## src/hdl/jms_pkg.sv

```systemverilog
// Package for the JPEG marker scanner: item types, marker codes and the
// record passed from the classifier to the result sequencer. No dependencies.
package jms_pkg;

  // Result kinds reported on event_kind
  typedef enum logic [3:0] {
    KIND_SOI     = 4'd0,
    KIND_APP0    = 4'd1,
    KIND_DQT     = 4'd2,
    KIND_SOF0    = 4'd3,
    KIND_DHT     = 4'd4,
    KIND_SOS     = 4'd5,
    KIND_EOI     = 4'd6,
    KIND_HEADER  = 4'd7,
    KIND_VERDICT = 4'd8
  } event_kind_e;

  // Marker code bytes that follow a 0xFF
  localparam logic [7:0] MRK_PREFIX = 8'hFF;
  localparam logic [7:0] MRK_SOI    = 8'hD8;
  localparam logic [7:0] MRK_APP0   = 8'hE0;
  localparam logic [7:0] MRK_DQT    = 8'hDB;
  localparam logic [7:0] MRK_SOF0   = 8'hC0;
  localparam logic [7:0] MRK_DHT    = 8'hC4;
  localparam logic [7:0] MRK_SOS    = 8'hDA;
  localparam logic [7:0] MRK_EOI    = 8'hD9;

  // Indexes of the per-kind slot lists
  localparam logic [1:0] LIST_DQT  = 2'd0;
  localparam logic [1:0] LIST_SOF0 = 2'd1;
  localparam logic [1:0] LIST_DHT  = 2'd2;
  localparam logic [1:0] LIST_SOS  = 2'd3;
  localparam int         NUM_LISTS = 4;

  // Offsets from the first SOF0's 0xFF that carry the frame header
  localparam logic [3:0] HDR_HEIGHT_HI = 4'd5;
  localparam logic [3:0] HDR_HEIGHT_LO = 4'd6;
  localparam logic [3:0] HDR_WIDTH_HI  = 4'd7;
  localparam logic [3:0] HDR_WIDTH_LO  = 4'd8;
  localparam logic [3:0] HDR_COMP      = 4'd9;

  // Depth of the queue between classifier and sequencer
  localparam int QUEUE_DEPTH = 4;
  localparam int QUEUE_AW    = 2;

  typedef struct packed {
    logic [7:0] data_byte;
    logic       final_byte;
  } byte_item_t;

  typedef struct packed {
    event_kind_e event_kind;
    logic [23:0] marker_position;
    logic [3:0]  list_slot;
    logic        slot_overflow;
    logic [15:0] image_height;
    logic [15:0] image_width;
    logic [7:0]  component_count;
    logic        is_jpeg;
    logic        last_of_run;
  } result_t;

  // All results caused by one input byte
  typedef struct packed {
    logic        has_marker;
    event_kind_e marker_kind;
    logic [23:0] marker_position;
    logic [3:0]  list_slot;
    logic        slot_overflow;
    logic        has_header;
    logic [15:0] image_height;
    logic [15:0] image_width;
    logic [7:0]  component_count;
    logic        has_verdict;
    logic        is_jpeg;
  } run_t;

endpackage

```

## src/hdl/jpeg_marker_scanner.sv

```systemverilog
// JPEG marker scanner, top level. A result passes through the run queue, the
// unpack register and the output register before it shows on the result port.
// Throughput: one byte per cycle while each byte causes at most one result and
// the result port is popped; a byte with two or three results holds the result
// port for each in turn, and the 4-entry run queue absorbs short bursts of them.
// Reset: asynchronous, active low; clears all scan state, run queue and output.
module jpeg_marker_scanner #(
  parameter int POSITION_BITS = 24,
  parameter int LIST_DEPTH    = 16
) (
  input  logic               clk_i,
  input  logic               rst_ni,
  input  jms_pkg::byte_item_t in_item_i,
  input  logic               push,
  output logic               full,
  output jms_pkg::result_t   out_item_o,
  output logic               empty,
  input  logic               pop
);
  import jms_pkg::*;

  logic accept;
  logic run_valid, run_pop, run_empty;
  run_t run_in, run_out;

  assign accept = push && !full;

  jms_front #(
    .POSITION_BITS(POSITION_BITS),
    .LIST_DEPTH   (LIST_DEPTH)
  ) u_front (
    .clk_i      (clk_i),
    .rst_ni     (rst_ni),
    .accept_i   (accept),
    .item_i     (in_item_i),
    .run_valid_o(run_valid),
    .run_o      (run_in)
  );

  jms_queue u_queue (
    .clk_i  (clk_i),
    .rst_ni (rst_ni),
    .push_i (run_valid),
    .wdata_i(run_in),
    .full_o (full),
    .pop_i  (run_pop),
    .rdata_o(run_out),
    .empty_o(run_empty)
  );

  jms_back u_back (
    .clk_i      (clk_i),
    .rst_ni     (rst_ni),
    .run_i      (run_out),
    .run_empty_i(run_empty),
    .run_pop_o  (run_pop),
    .result_o   (out_item_o),
    .empty_o    (empty),
    .pop_i      (pop)
  );

endmodule

```

## src/hdl/jms_front.sv

```systemverilog
// Classifier: decodes markers, tracks position, slot lists, frame header and
// start/end check; builds one run record per byte with results. Depends on jms_pkg.
module jms_front #(
  parameter int POSITION_BITS = 24,
  parameter int LIST_DEPTH    = 16
) (
  input  logic               clk_i,
  input  logic               rst_ni,
  input  logic               accept_i,
  input  jms_pkg::byte_item_t item_i,
  output logic               run_valid_o,
  output jms_pkg::run_t      run_o
);
  import jms_pkg::*;

  localparam int CntW = $clog2(LIST_DEPTH + 1);
  localparam logic [POSITION_BITS-1:0] PosTop = {POSITION_BITS{1'b1}};
  localparam logic [CntW-1:0] CntFull = CntW'(LIST_DEPTH);

  logic                     prev_ff_q, prev_ff_d;
  logic [POSITION_BITS-1:0] pos_q, pos_d;
  logic [CntW-1:0]          cnt_q [NUM_LISTS];
  logic [CntW-1:0]          cnt_d [NUM_LISTS];
  logic                     sof_q, sof_d;
  logic [3:0]               hoff_q, hoff_d;
  logic [15:0]              height_q, height_d;
  logic [15:0]              width_q, width_d;
  logic                     start_ok_q, start_ok_d;

  logic [7:0]               b;
  logic                     fin;
  logic                     hit;
  logic                     in_list;
  logic [1:0]               list_idx;
  event_kind_e              kind;
  logic [3:0]               hoff_next;
  logic                     hdr_emit;
  logic [POSITION_BITS-1:0] mpos;
  logic [POSITION_BITS+23:0] mpos_ext;
  logic [CntW-1:0]          cnt_sel;
  logic [CntW+3:0]          slot_ext;
  logic [3:0]               slot;
  logic                     ovf;
  run_t                     run;

  assign b   = item_i.data_byte;
  assign fin = item_i.final_byte;

  // Decode the marker code byte
  always_comb begin
    hit      = 1'b0;
    in_list  = 1'b0;
    list_idx = LIST_DQT;
    kind     = KIND_SOI;
    case (b)
      MRK_SOI: begin
        hit = 1'b1; kind = KIND_SOI;
      end
      MRK_APP0: begin
        hit = 1'b1; kind = KIND_APP0;
      end
      MRK_DQT: begin
        hit = 1'b1; kind = KIND_DQT; in_list = 1'b1; list_idx = LIST_DQT;
      end
      MRK_SOF0: begin
        hit = 1'b1; kind = KIND_SOF0; in_list = 1'b1; list_idx = LIST_SOF0;
      end
      MRK_DHT: begin
        hit = 1'b1; kind = KIND_DHT; in_list = 1'b1; list_idx = LIST_DHT;
      end
      MRK_SOS: begin
        hit = 1'b1; kind = KIND_SOS; in_list = 1'b1; list_idx = LIST_SOS;
      end
      MRK_EOI: begin
        hit = 1'b1; kind = KIND_EOI;
      end
      default: begin
        hit = 1'b0;
      end
    endcase
    hit = hit & prev_ff_q;
  end

  // Position of the 0xFF that opened the marker
  always_comb begin
    if (pos_q == PosTop) begin
      mpos = PosTop;
    end else if (pos_q == '0) begin
      mpos = '0;
    end else begin
      mpos = pos_q - 1'b1;
    end
  end
  assign mpos_ext = {24'd0, mpos};

  // Slot lookup in the selected list
  assign cnt_sel  = cnt_q[list_idx];
  assign ovf      = in_list && (cnt_sel >= CntFull);
  assign slot_ext = {4'd0, cnt_sel};
  assign slot     = (in_list && !ovf) ? slot_ext[3:0] : 4'd0;

  assign hoff_next = hoff_q + 4'd1;
  assign hdr_emit  = (hoff_q != 4'd0) && (hoff_next == HDR_COMP);

  // Next state
  always_comb begin
    prev_ff_d  = prev_ff_q;
    pos_d      = pos_q;
    cnt_d      = cnt_q;
    sof_d      = sof_q;
    hoff_d     = hoff_q;
    height_d   = height_q;
    width_d    = width_q;
    start_ok_d = start_ok_q;
    if (accept_i) begin
      // capture the frame header fields
      if (hoff_q != 4'd0) begin
        case (hoff_next)
          HDR_HEIGHT_HI: height_d = {b, 8'd0};
          HDR_HEIGHT_LO: height_d = {height_q[15:8], b};
          HDR_WIDTH_HI:  width_d  = {b, 8'd0};
          HDR_WIDTH_LO:  width_d  = {width_q[15:8], b};
          default:       height_d = height_q;
        endcase
        hoff_d = hdr_emit ? 4'd0 : hoff_next;
      end
      // advance the slot list
      if (hit && in_list) begin
        cnt_d[list_idx] = ovf ? CntFull : cnt_sel + 1'b1;
      end
      if (hit && (kind == KIND_SOF0) && !sof_q) begin
        sof_d  = 1'b1;
        hoff_d = 4'd1;
      end
      if ((pos_q == POSITION_BITS'(1)) && prev_ff_q && (b == MRK_SOI)) begin
        start_ok_d = 1'b1;
      end
      if (fin) begin
        // drop all state: the next byte opens a new file
        prev_ff_d  = 1'b0;
        pos_d      = '0;
        for (int i = 0; i < NUM_LISTS; i++) cnt_d[i] = '0;
        sof_d      = 1'b0;
        hoff_d     = 4'd0;
        height_d   = 16'd0;
        width_d    = 16'd0;
        start_ok_d = 1'b0;
      end else begin
        prev_ff_d = (b == MRK_PREFIX);
        if (pos_q != PosTop) pos_d = pos_q + 1'b1;
      end
    end
  end

  // Build the run record
  always_comb begin
    run.has_marker      = hit;
    run.marker_kind     = kind;
    run.marker_position = mpos_ext[23:0];
    run.list_slot       = slot;
    run.slot_overflow   = ovf;
    run.has_header      = hdr_emit;
    run.image_height    = height_q;
    run.image_width     = width_q;
    run.component_count = b;
    run.has_verdict     = fin;
    run.is_jpeg         = start_ok_q && prev_ff_q && (b == MRK_EOI);
  end

  assign run_o       = run;
  assign run_valid_o = accept_i && (hit || hdr_emit || fin);

  always_ff @(posedge clk_i or negedge rst_ni) begin
    if (!rst_ni) begin
      prev_ff_q  <= 1'b0;
      pos_q      <= '0;
      for (int i = 0; i < NUM_LISTS; i++) cnt_q[i] <= '0;
      sof_q      <= 1'b0;
      hoff_q     <= 4'd0;
      height_q   <= 16'd0;
      width_q    <= 16'd0;
      start_ok_q <= 1'b0;
    end else begin
      prev_ff_q  <= prev_ff_d;
      pos_q      <= pos_d;
      cnt_q      <= cnt_d;
      sof_q      <= sof_d;
      hoff_q     <= hoff_d;
      height_q   <= height_d;
      width_q    <= width_d;
      start_ok_q <= start_ok_d;
    end
  end

endmodule

```

## src/hdl/jms_queue.sv

```systemverilog
// Short queue of run records between classifier and sequencer.
// Depends on jms_pkg.
module jms_queue (
  input  logic          clk_i,
  input  logic          rst_ni,
  input  logic          push_i,
  input  jms_pkg::run_t wdata_i,
  output logic          full_o,
  input  logic          pop_i,
  output jms_pkg::run_t rdata_o,
  output logic          empty_o
);
  import jms_pkg::*;

  run_t                mem [QUEUE_DEPTH];
  logic [QUEUE_AW-1:0] wptr_q, rptr_q;
  logic [QUEUE_AW:0]   count_q;
  logic                do_push, do_pop;

  assign full_o  = (count_q == (QUEUE_AW+1)'(QUEUE_DEPTH));
  assign empty_o = (count_q == '0);
  assign do_push = push_i && !full_o;
  assign do_pop  = pop_i && !empty_o;
  assign rdata_o = mem[rptr_q];

  // Store the record
  always_ff @(posedge clk_i) begin
    if (do_push) mem[wptr_q] <= wdata_i;
  end

  // Advance pointers and count
  always_ff @(posedge clk_i or negedge rst_ni) begin
    if (!rst_ni) begin
      wptr_q  <= '0;
      rptr_q  <= '0;
      count_q <= '0;
    end else begin
      if (do_push) wptr_q <= wptr_q + 1'b1;
      if (do_pop)  rptr_q <= rptr_q + 1'b1;
      case ({do_push, do_pop})
        2'b10:   count_q <= count_q + 1'b1;
        2'b01:   count_q <= count_q - 1'b1;
        default: count_q <= count_q;
      endcase
    end
  end

endmodule

```

## src/hdl/jms_back.sv

```systemverilog
// Result sequencer: unpacks each run record into marker, header and verdict
// items and holds the oldest one in the output register. Depends on jms_pkg.
module jms_back (
  input  logic             clk_i,
  input  logic             rst_ni,
  input  jms_pkg::run_t    run_i,
  input  logic             run_empty_i,
  output logic             run_pop_o,
  output jms_pkg::result_t result_o,
  output logic             empty_o,
  input  logic             pop_i
);
  import jms_pkg::*;

  run_t    cur_q, cur_d;
  logic    [2:0] pend_q, pend_d;
  result_t out_q, out_d;
  logic    out_valid_q, out_valid_d;
  logic    adv;
  logic    [2:0] sel;
  logic    [2:0] left;
  result_t res;

  assign adv = !out_valid_q || pop_i;

  // Pick the next pending result: marker, then header, then verdict
  always_comb begin
    if (pend_q[0]) begin
      sel = 3'b001;
    end else if (pend_q[1]) begin
      sel = 3'b010;
    end else begin
      sel = pend_q & 3'b100;
    end
    left = pend_q & ~sel;
  end

  always_comb begin
    res = '0;
    res.last_of_run = (left == 3'b000);
    if (sel[0]) begin
      res.event_kind      = cur_q.marker_kind;
      res.marker_position = cur_q.marker_position;
      res.list_slot       = cur_q.list_slot;
      res.slot_overflow   = cur_q.slot_overflow;
    end else if (sel[1]) begin
      res.event_kind      = KIND_HEADER;
      res.image_height    = cur_q.image_height;
      res.image_width     = cur_q.image_width;
      res.component_count = cur_q.component_count;
    end else begin
      res.event_kind = KIND_VERDICT;
      res.is_jpeg    = cur_q.is_jpeg;
    end
  end

  // Advance the output register and reload the current run
  always_comb begin
    out_d       = out_q;
    out_valid_d = out_valid_q;
    pend_d      = pend_q;
    cur_d       = cur_q;
    run_pop_o   = 1'b0;
    if (adv) begin
      out_valid_d = (pend_q != 3'b000);
      out_d       = res;
      pend_d      = left;
    end
    if ((pend_d == 3'b000) && !run_empty_i) begin
      run_pop_o = 1'b1;
      cur_d     = run_i;
      pend_d    = {run_i.has_verdict, run_i.has_header, run_i.has_marker};
    end
  end

  assign result_o = out_q;
  assign empty_o  = !out_valid_q;

  always_ff @(posedge clk_i) begin
    cur_q <= cur_d;
    out_q <= out_d;
  end

  always_ff @(posedge clk_i or negedge rst_ni) begin
    if (!rst_ni) begin
      pend_q      <= 3'b000;
      out_valid_q <= 1'b0;
    end else begin
      pend_q      <= pend_d;
      out_valid_q <= out_valid_d;
    end
  end

endmodule
```

## config.mk

```make
export PLATFORM = sky130hd
export DESIGN_NAME = jpeg_marker_scanner
export DESIGN_NICKNAME = d
export VERILOG_FILES = /design/src/hdl/jms_pkg.sv /design/src/hdl/jpeg_marker_scanner.sv /design/src/hdl/jms_front.sv /design/src/hdl/jms_queue.sv /design/src/hdl/jms_back.sv
export SDC_FILE = /design/constraint.sdc
export NUM_CORES = 1
export LEC_CHECK = 0
export ABC_AREA = 1
export BUFFER_PORTS_ARGS = -buffer_cell sky130_fd_sc_hd__buf_2
export CORE_MARGIN = 4
export CORE_UTILIZATION = 55
export DETAILED_ROUTE_END_ITERATION = 16
export PLACE_DENSITY = 0.7
export SLEW_MARGIN = 20
export SYNTH_ARGS = -nofsm -noshare
export SYNTH_HDL_FRONTEND = slang
export SYNTH_SLANG_ARGS = --single-unit
```

## constraint.sdc

```tcl
create_clock -name clk_i -period 9.2 [get_ports clk_i]
set_clock_uncertainty 0.2 [all_clocks]
set_input_delay 0.46 -clock clk_i [delete_from_list [all_inputs] [get_ports clk_i]]
set_output_delay 0.46 -clock clk_i [all_outputs]
set_load 0.05 [all_outputs]
```

* After elaboration in Yosys (flattened, before gate mapping)
Memories as Yosys holds them, arrays and structs flattened.
Index checks and enable logic that the tools add are counted.
** Word-level totals
- Bits in registers :: 243
- RAM bits :: 304
- Input port bits :: 13
- Memories :: 1
- Logic and storage cells :: 171
- Output and inout port bits :: 77
** Memories
- u_queue.mem :: words 4, width 76, rd ports 1, clocked after Yosys merged registers in 0, write ports 1, RTL line jms_queue.sv:15 : run_t mem [QUEUE_DEPTH];
** Cells by class
- $lt $le $gt $ge :: 3
- Muxes and demuxes :: 43
- Equal/unequal tests :: 22
- Bitwise operators :: 5
- Add/sub/neg operators :: 8
- Reductions and logical operators :: 54
** Operators with widths (count)
- 24-bit two-way mux :: 4
- 8-bit equality test (second input constant) :: 8
- 16-bit two-way mux :: 4
- 16-bit case mux with 2 select lines :: 2
- 20-bit two-way mux :: 2
- 4-bit two-way mux :: 7
- 24-bit by 1-bit adder with 24-bit output (second input constant) :: 1
- 24-bit by 1-bit equality test with 1-bit output (second input constant) :: 1
- 24-bit equality test (second input constant) :: 1
- 24-bit logical NOT :: 1
- 24-bit != test (second input constant) :: 1
- 24-bit by 1-bit subtractor with 24-bit output (second input constant) :: 1
- 20-bit bitwise mux :: 1
- 5-bit two-way mux :: 4
- 3-bit case mux with 6 select lines :: 1
- 1-bit logical AND :: 16
- 2-bit nonzero test :: 8
- 4-bit by 3-bit equality test with 1-bit output (second input constant) :: 3
- 3-bit two-way mux :: 4
- 3-bit nonzero test :: 4
- 5-bit binary-select mux with 2-bit select :: 1
- 5-bit demux with 2-bit select :: 1
- 1-bit two-way mux :: 10
- 2-bit AND reduction :: 5
- 30 further kinds :: 44

* Logic depth before layout (Yosys ltp)
Gate-level depths: netlist of run 1.
- Depth after elaboration :: 12
- Gate-level depth with buffers :: 16
- Depth with buffers taken out :: 16

* By module
A second synthesis of run 1 with hierarchy kept.
** Second synthesis, totals
- Cells, all modules :: 2087
- Area total of the unflattened synthesis :: 23970.5 um2
** By module, submodules not included
- jms_queue :: seq. area each 9424.0 um2, instances 1, cells each 960, area each 13020.0 um2
- jms_front :: seq. area each 2077.0 um2, instances 1, cells each 787, area each 5585.4 um2
- jms_back :: seq. area each 4574.4 um2, instances 1, cells each 338, area each 5355.1 um2
- jpeg_marker_scanner :: seq. area each 0.0 um2, instances 1, cells each 2, area each 10.0 um2

* Worst setup path after synthesis of run 1
OpenSTA, ideal clock, no wires.
- Path type :: register to register
- Start :: register u_back.out_valid_q
- End :: register u_back.cur_q[0] (netlist bit), enable pin
- Buffers on the path :: 0
- Period minus slack after synthesis :: 8489 ps
- Data required time :: 8406 ps
- Library setup time :: 594 ps
- Arrival :: 7695 ps
- Cell stages (with the launch flop) :: 6
- Slack :: 711 ps
- Cells stage by stage :: dfrtp_1 > inv_1 > nor2_1 > inv_1 > a21oi_1 > nor3_1
** Between the ends
- Longest elaborated chain between the ends :: 5
** RTL lines
- start: declaration :: RTL line jms_back.sv:18 : logic out_valid_q, out_valid_d;
- start signal: assignment :: RTL line jms_back.sv:90 : out_valid_q <= out_valid_d;
- 1-bit logical NOT
- via empty :: RTL line jpeg_marker_scanner.sv:17 : output logic empty,
- 1-bit logical OR :: RTL line jms_back.sv:24 : assign adv = !out_valid_q || pop_i;
- 3-bit two-way mux :: RTL line jms_back.sv:64 : if (adv) begin
- 3-bit logical NOT :: RTL line jms_back.sv:69 : if ((pend_d == 3'b000) && !run_empty_i) begin
- 1-bit logical AND :: RTL line jms_back.sv:69
- end signal: assignment :: RTL line jms_back.sv:80 : cur_q <= cur_d;
- end: declaration :: RTL line jms_back.sv:15 : run_t cur_q, cur_d;
The timed path passes the listed nets, and every way through them passes these cells.
A chain may end at the register's enable or synchronous reset.

==> results of run 1 <==
-- cells by family (layout without fill, tap and decap cells) --
| logic type | count (synthesis) | count (layout) | share of synthesized area (%) |
|---|---|---|---|
| and+or+nand+nor | 681 | 681 | 13.58 |
| AOI/OAI and AO/OA | 328 | 328 | 8.138 |
| buffers and inverters | 259 | 385 | 4.592 |
| DFF | 546 | 546 | 71.63 |
| xor gates and xnor gates | 30 | 30 | 1.182 |
| adders and majority gates | 15 | 15 | 0.8780 |
-- metrics by stage --
stage               power (mW)  hold slack (ns)  instances
floorplan                5.557         -0.03559       1859
global placement         6.172           0.1292       2401
detailed placement       6.258           0.1327       2401
CTS                      8.382          0.01950       2510
global route             8.769          0.04573       2510
finish                   8.327          0.04690       2510
-- worst max path at each step --
stage / start / end / slack (ns) / cells past startpoint
floorplan: u_back.out_valid_q / u_back.cur_q[0] / 0.71 / 5
global placement: in_item_i[8] / u_queue.mem[1][61] / 5.38 / 12
detailed placement: in_item_i[7] / u_queue.mem[3][53] / 5.32 / 12
CTS: in_item_i[3] / u_queue.mem[3][55] / 5.41 / 14
global route: in_item_i[1] / u_queue.mem[1][5] / 5.11 / 14
finish: in_item_i[3] / u_queue.mem[1][7] / 5.40 / 14
-- repair_timing --
action	CTS	global route
hold buffers	9	0
resized for setup	0	0
endpoints found under the setup margin	0	0
endpoints found under the hold margin	48	0
-- sequential cells by signal, summed over array words and instances (netlist names) --
signal	cells
u_front.width_q	16
u_back.cur_q	73
u_queue.mem	304
u_back.pend_q	3
u_front.start_ok_q	1
u_front.cnt_q	20
u_front.prev_ff_q	1
u_queue.rptr_q	2
u_back.out_valid_q	1
u_front.sof_q	1
u_front.hoff_q	4
u_front.pos_q	24
u_queue.count_q	3
u_queue.wptr_q	2
u_front.height_q	16
u_back.result_o	75
-- report_power, final --
part	leakage [nW]	switching [mW]	internal [mW]
clock network	0.843	0.914	1.21
logic	3.44	1.84	0.561
registers	5.59	0.256	3.55
total	9.87	3.01	5.32
-- area by class of cell --
type,instances,area (um2)
Fill cell,3019,14880
Multi-Input combinational cell,1054,5320
Clock buffer,71,1465
Timing Repair Buffer,113,658.1
Sequential cell,546,15930
Tap cell,525,656.9
Clock inverter,29,261.5
Inverter,172,649.4
-- metal layers --
layer	global-route usage, %	vias up	wire length, um	share of wire (%)
li1	-	6622	-	-
met1	29.98	6844	20680	45
met2	33.33	387	21660	47
met3	4.174	83	2736	5.9
met4	6.278	0	1088	2.4
met5	0	-	0	0
-- cells in the final DEF, fill, tap and decap left out, drive strengths merged, types with 6 or more instances in the layout --
cell	count
o21ai	223
edfxtp	452
nor2	288
nor3	25
nand3b	9
clkinv	21
ha	14
dlygate4sd3	9
o31ai	8
dfrtp	94
o22ai	75
xor2	24
nand2	246
nand3	70
nand4	28
a21oi	18
buf	104
or2	10
inv	174
clkbuf	71
xnor2	6
==> results_dict.tcl, run 1 <==
set metrics [dict create \
    worstSetupPathType "in -> reg" \
    dr_total_vias 13940 \
    critPathTopFamily "buffers and inverters" \
    gp_congestion 0.9034 \
    critPathMaxFanout 49 \
    path_clk_slew_ns 0.06 \
    cp.required_ns 9.22 \
    drv_cap 0 \
    ys.flop_type "edfxtp_1" \
    synthCells 1859 \
    clockRootBuffer "clkbuf_16" \
    p_leak_nw 9.868 \
    coreArea_um2 39820 \
    initialDrtViolationCount 1004 \
    die-area_um2 43700 \
    postLayoutCoreUtil_pct 62.63 \
    ys_seq_elements 546 \
    vdd.ir_drop.worst_v 0.0002033 \
    syn_area_um2 22230 \
    hold_class "in -> async" \
    clk_latency_ns 0.60 \
    drv_slew 0 \
    num_rows 73 \
    syn-num-nets 1887 \
    yosysMostFrequentCell "edfxtp_1" \
    syn_area_per_cell_um2 11.96 \
    place_hpwl_mm 28.61 \
    max_clock_freq_mhz 263.0 \
    hold_violations 0 \
    crit_path_max_incr_delay_ns 0.75 \
    grt.total_usage_pct 21.01 \
    place_ws_ns 5.323 \
    worst-r2r-cell-count 9 \
    rsz0062_at_grt "no" \
    ys_types 48 \
    drc 0 \
    yosys_warnings 0 \
    nets 1969 \
    layout_setup_ws_ns 5.397 \
    fin_crit_sh_pct 41.33 \
    port_buffers 89 \
    cts_htree_levels 2 \
    synth_seq_area_share_pct 71.63 \
    diodes 0 \
    synth-edff-count 452 \
    placed_area_um2 23120 \
    postCtsSetupBuffers 0 \
    worst_slew_pin_slew_ns 1.034 \
    drt-total-wl_mm 46.16 \
    synthArstFlopShare_pct 17.22 \
    cp.arrival_ns 3.83 \
    final_antenna_net_count 0 \
    grt_pass1_vias 13390 \
    critPathLaunchType "input pin" \
    slew_headroom_pct 31.07 \
    crit_top_cell "nand2_1" \
    areaGrowthSynthToFinish_pct 12.19 \
    synth.top_cells.by_count "edfxtp_1 (452), nor2_1 (274), nand2_1 (236)" \
    layout_min_cycle_time_ns 3.803 \
    drive_gt1_share_pct 13.00 \
    crit_chain "dlygate4sd3_1, buf_2, inv_1, nand2_1, nor2_2, nand2_2, nand2_1, nor2_1, nand2_1, nand2_1, inv_2, o21ai_4, nor2_4, buf_4" \
    clockBufferDepth 3 \
    crit_slowest_cell "buf_4" \
    power_per_cell_area_nw_per_um2 333.8 \
    die_width_um 209.1 \
    fin_tns_setup_ns 0 \
    antenna_found_initial 0 \
    cts_buffers 54 \
    end_kind "register" \
    yosys.area.top_type "edfxtp_1" \
    setup_viol 0 \
    grt_overflow_total 0 \
    cts.sink_count 546 \
    synth_top_area_share_pct 61.05 \
    yosys-top-cells-area "edfxtp_1 (61%), dfrtp_1 (11%), nor2_1 (4.6%)" \
    r2r_end "u_queue.mem[1][7]" \
    stdcell_area_um2 24940 \
    wl_per_cell_um 18.39 \
    ios 90 \
    worstReg2RegStart "u_front.hoff_q[0]" \
    die_y_um 209.1 \
    dr.pass1.iters 5 \
    crit_buf_inv 5 \
    grt_max_degree 117 \
    cts_tree "done" \
    r2r_slack_ns 5.45 \
    status "finished, final reports clean" \
    vias_per_cell 5.552 \
    initial_core_util_pct 55.83 \
    grt_pass1_wl_mm 72.88 \
]
Note: power is estimated with default switching activity, not from simulation.
==> run 2: changes to the inputs <==
- clock period: 9.2 -> 3.9 ns (I/O delays scaled with it)
==> run 2 against run 1 <==
Net effect: the flow now finishes with violations (hold timing); sequential share of layout area is 0.73 points lower; largest cell class unchanged; first-iteration DRC count rose by 24%; final area up 1.2%; final cell count rose by 0.44%; via count up 0.80%; register-to-register slack worse by 4.6 ns; die area unchanged; global-route usage barely moved; total power grew 140%; wire length is 0.50% higher.
==> results_dict.tcl, run 2 (same netlist as run 1, synthesis figures left out) <==
set metrics [dict create \
    status "finished with violations" \
    failed_checks "hold timing" \
    drv_cap 0 \
    place_ws_ns 0.8276 \
    hold_violations 6 \
    fin_tns_setup_ns 0 \
    p_leak_nw 9.986 \
    final_cell_mix "edfxtp_1 (452), nor2_1 (269), nand2_1 (236)" \
    dr.pass1.iters 5 \
    cp.arrival_ns 3.37 \
    grt_pass1_wl_mm 73.66 \
    slew_headroom_pct 37.10 \
    setup_viol 0 \
    cts_tree "done" \
    initialDrtViolationCount 1242 \
    vdd.ir_drop.worst_v 0.0005275 \
    layout_min_cycle_time_ns 3.097 \
    drc 0 \
    placed_cells 2409 \
    cts.sink_count 546 \
    path_clk_slew_ns 0.06 \
    coreArea_um2 39820 \
    clockRootBuffer "clkbuf_16" \
    cts_htree_levels 2 \
    whs_ns -0.008836 \
    drv_slew 0 \
    crit_path_max_incr_delay_ns 0.46 \
    worst-r2r-cell-count 13 \
    initial_core_util_pct 55.83 \
    fin_crit_sh_pct 79.41 \
    die-area_um2 43700 \
    max_clock_freq_mhz 322.9 \
    clk_latency_ns 0.60 \
    drt-total-wl_mm 46.39 \
    ios 90 \
    r2r_slack_ns 0.80 \
    total_power_mw 19.98 \
    crit_start "u_front.hoff_q[0]" \
    power_per_cell_area_nw_per_um2 792.0 \
    die_width_um 209.1 \
    areaGrowthSynthToFinish_pct 13.49 \
    drive_gt1_share_pct 13.78 \
    largest_reg_flops 304 \
    grt_max_degree 82 \
    cp.required_ns 4.17 \
    place_hpwl_mm 28.70 \
    grt.total_usage_pct 21.05 \
    mostFrequentLayoutCell "edfxtp_1" \
    post_cts_resized 0 \
    top_register "u_queue.mem" \
    hold_class "in -> async" \
    dr_total_vias 14050 \
    port_buffers 89 \
    antenna_found_initial 0 \
    diodes 0 \
    vias_per_cell 5.572 \
    crit_chain "ha_1, xnor2_1, inv_1, nor2_1, nand2_1, nand2_1, o21ai_4, ha_1, inv_1, fa_1, a21oi_1, o21ai_0, xnor2_1" \
    grt_pass1_vias 13710 \
    rsz0062_at_grt "no" \
    die_y_um 209.1 \
    worst_slew_pin_slew_ns 0.9362 \
    worstReg2RegStart "u_front.hoff_q[0]" \
    critPathLaunchType "register" \
    final_antenna_net_count 0 \
    layout_setup_ws_ns 0.8029 \
    r2r_end "u_queue.count_q[2]" \
    wl_per_cell_um 18.40 \
    nets 1979 \
    worstSetupPathType "reg -> reg" \
    clockBufferDepth 3 \
    end_kind "register" \
    gp_congestion 0.8938 \
    cts_buffers 53 \
    num_rows 73 \
    critPathMaxFanout 8 \
    grt_overflow_total 0 \
    layout.cells.non_filler 2521 \
    crit_slowest_cell "dfrtp_1" \
]
## run 2: worst max-delay path by stage
stage | to | slack [ns] | cells after the start
CTS | u_queue.count_q[2] | 0.80 | 13
finish | u_queue.count_q[2] | 0.80 | 13
floorplan | u_queue.mem[0][0] | -0.12 | 8
global placement | u_queue.count_q[2] | 0.89 | 13
detailed placement | u_queue.count_q[2] | 0.83 | 13
global route | u_queue.count_q[2] | 0.61 | 13
## run 2: area by class of cell
type                    instances  area [um2]
clock buffers                  71        1540
clock inverters                29       300.3
fillers                      3070       14590
inverters                     172       654.4
multi-input cells            1054        5354
flip-flops and latches        546       15930
well taps                     525       656.9
repair buffers                124       794.5
## run 2: metrics by stage
step,util (%),cell area (um2)
after floorplan,-,22280
after global placement,58.40,23260
after detailed placement,58.40,23260
after CTS,63.32,25220
after global routing,63.36,25230
final,63.36,25230
## run 2: routing by layer
| layer | part of all wire, % | GRT usage [%] |
|---|---|---|
| met1 | 45 | 31.18 |
| met2 | 47 | 32.81 |
| met3 | 7.0 | 4.038 |
| met4 | 1.8 | 5.176 |
| met5 | 0 | 0 |
## run 2: power by group
part	internal, mW	total (mW)	switching [mW]
Combinational	1.39	5.87	4.48
Sequential	8.36	8.85	0.490
Clock	3.12	5.26	2.15
## run 2: worst max-delay path, delay by kind of cell (launching register included)
kind / cells / cell delay [ns]
fa+ha+maj: 3 / 0.92
compound gates: 3 / 0.66
flops: 1 / 0.46
xor+xnor: 2 / 0.31
simple gates: 3 / 0.29
buf+inv: 2 / 0.15
## run 2: repair_timing
item | in CTS | in global routing
setup buffers | 0 | 0
hold buffers | 12 | 0
endpoints found under the hold margin | 151 | 0
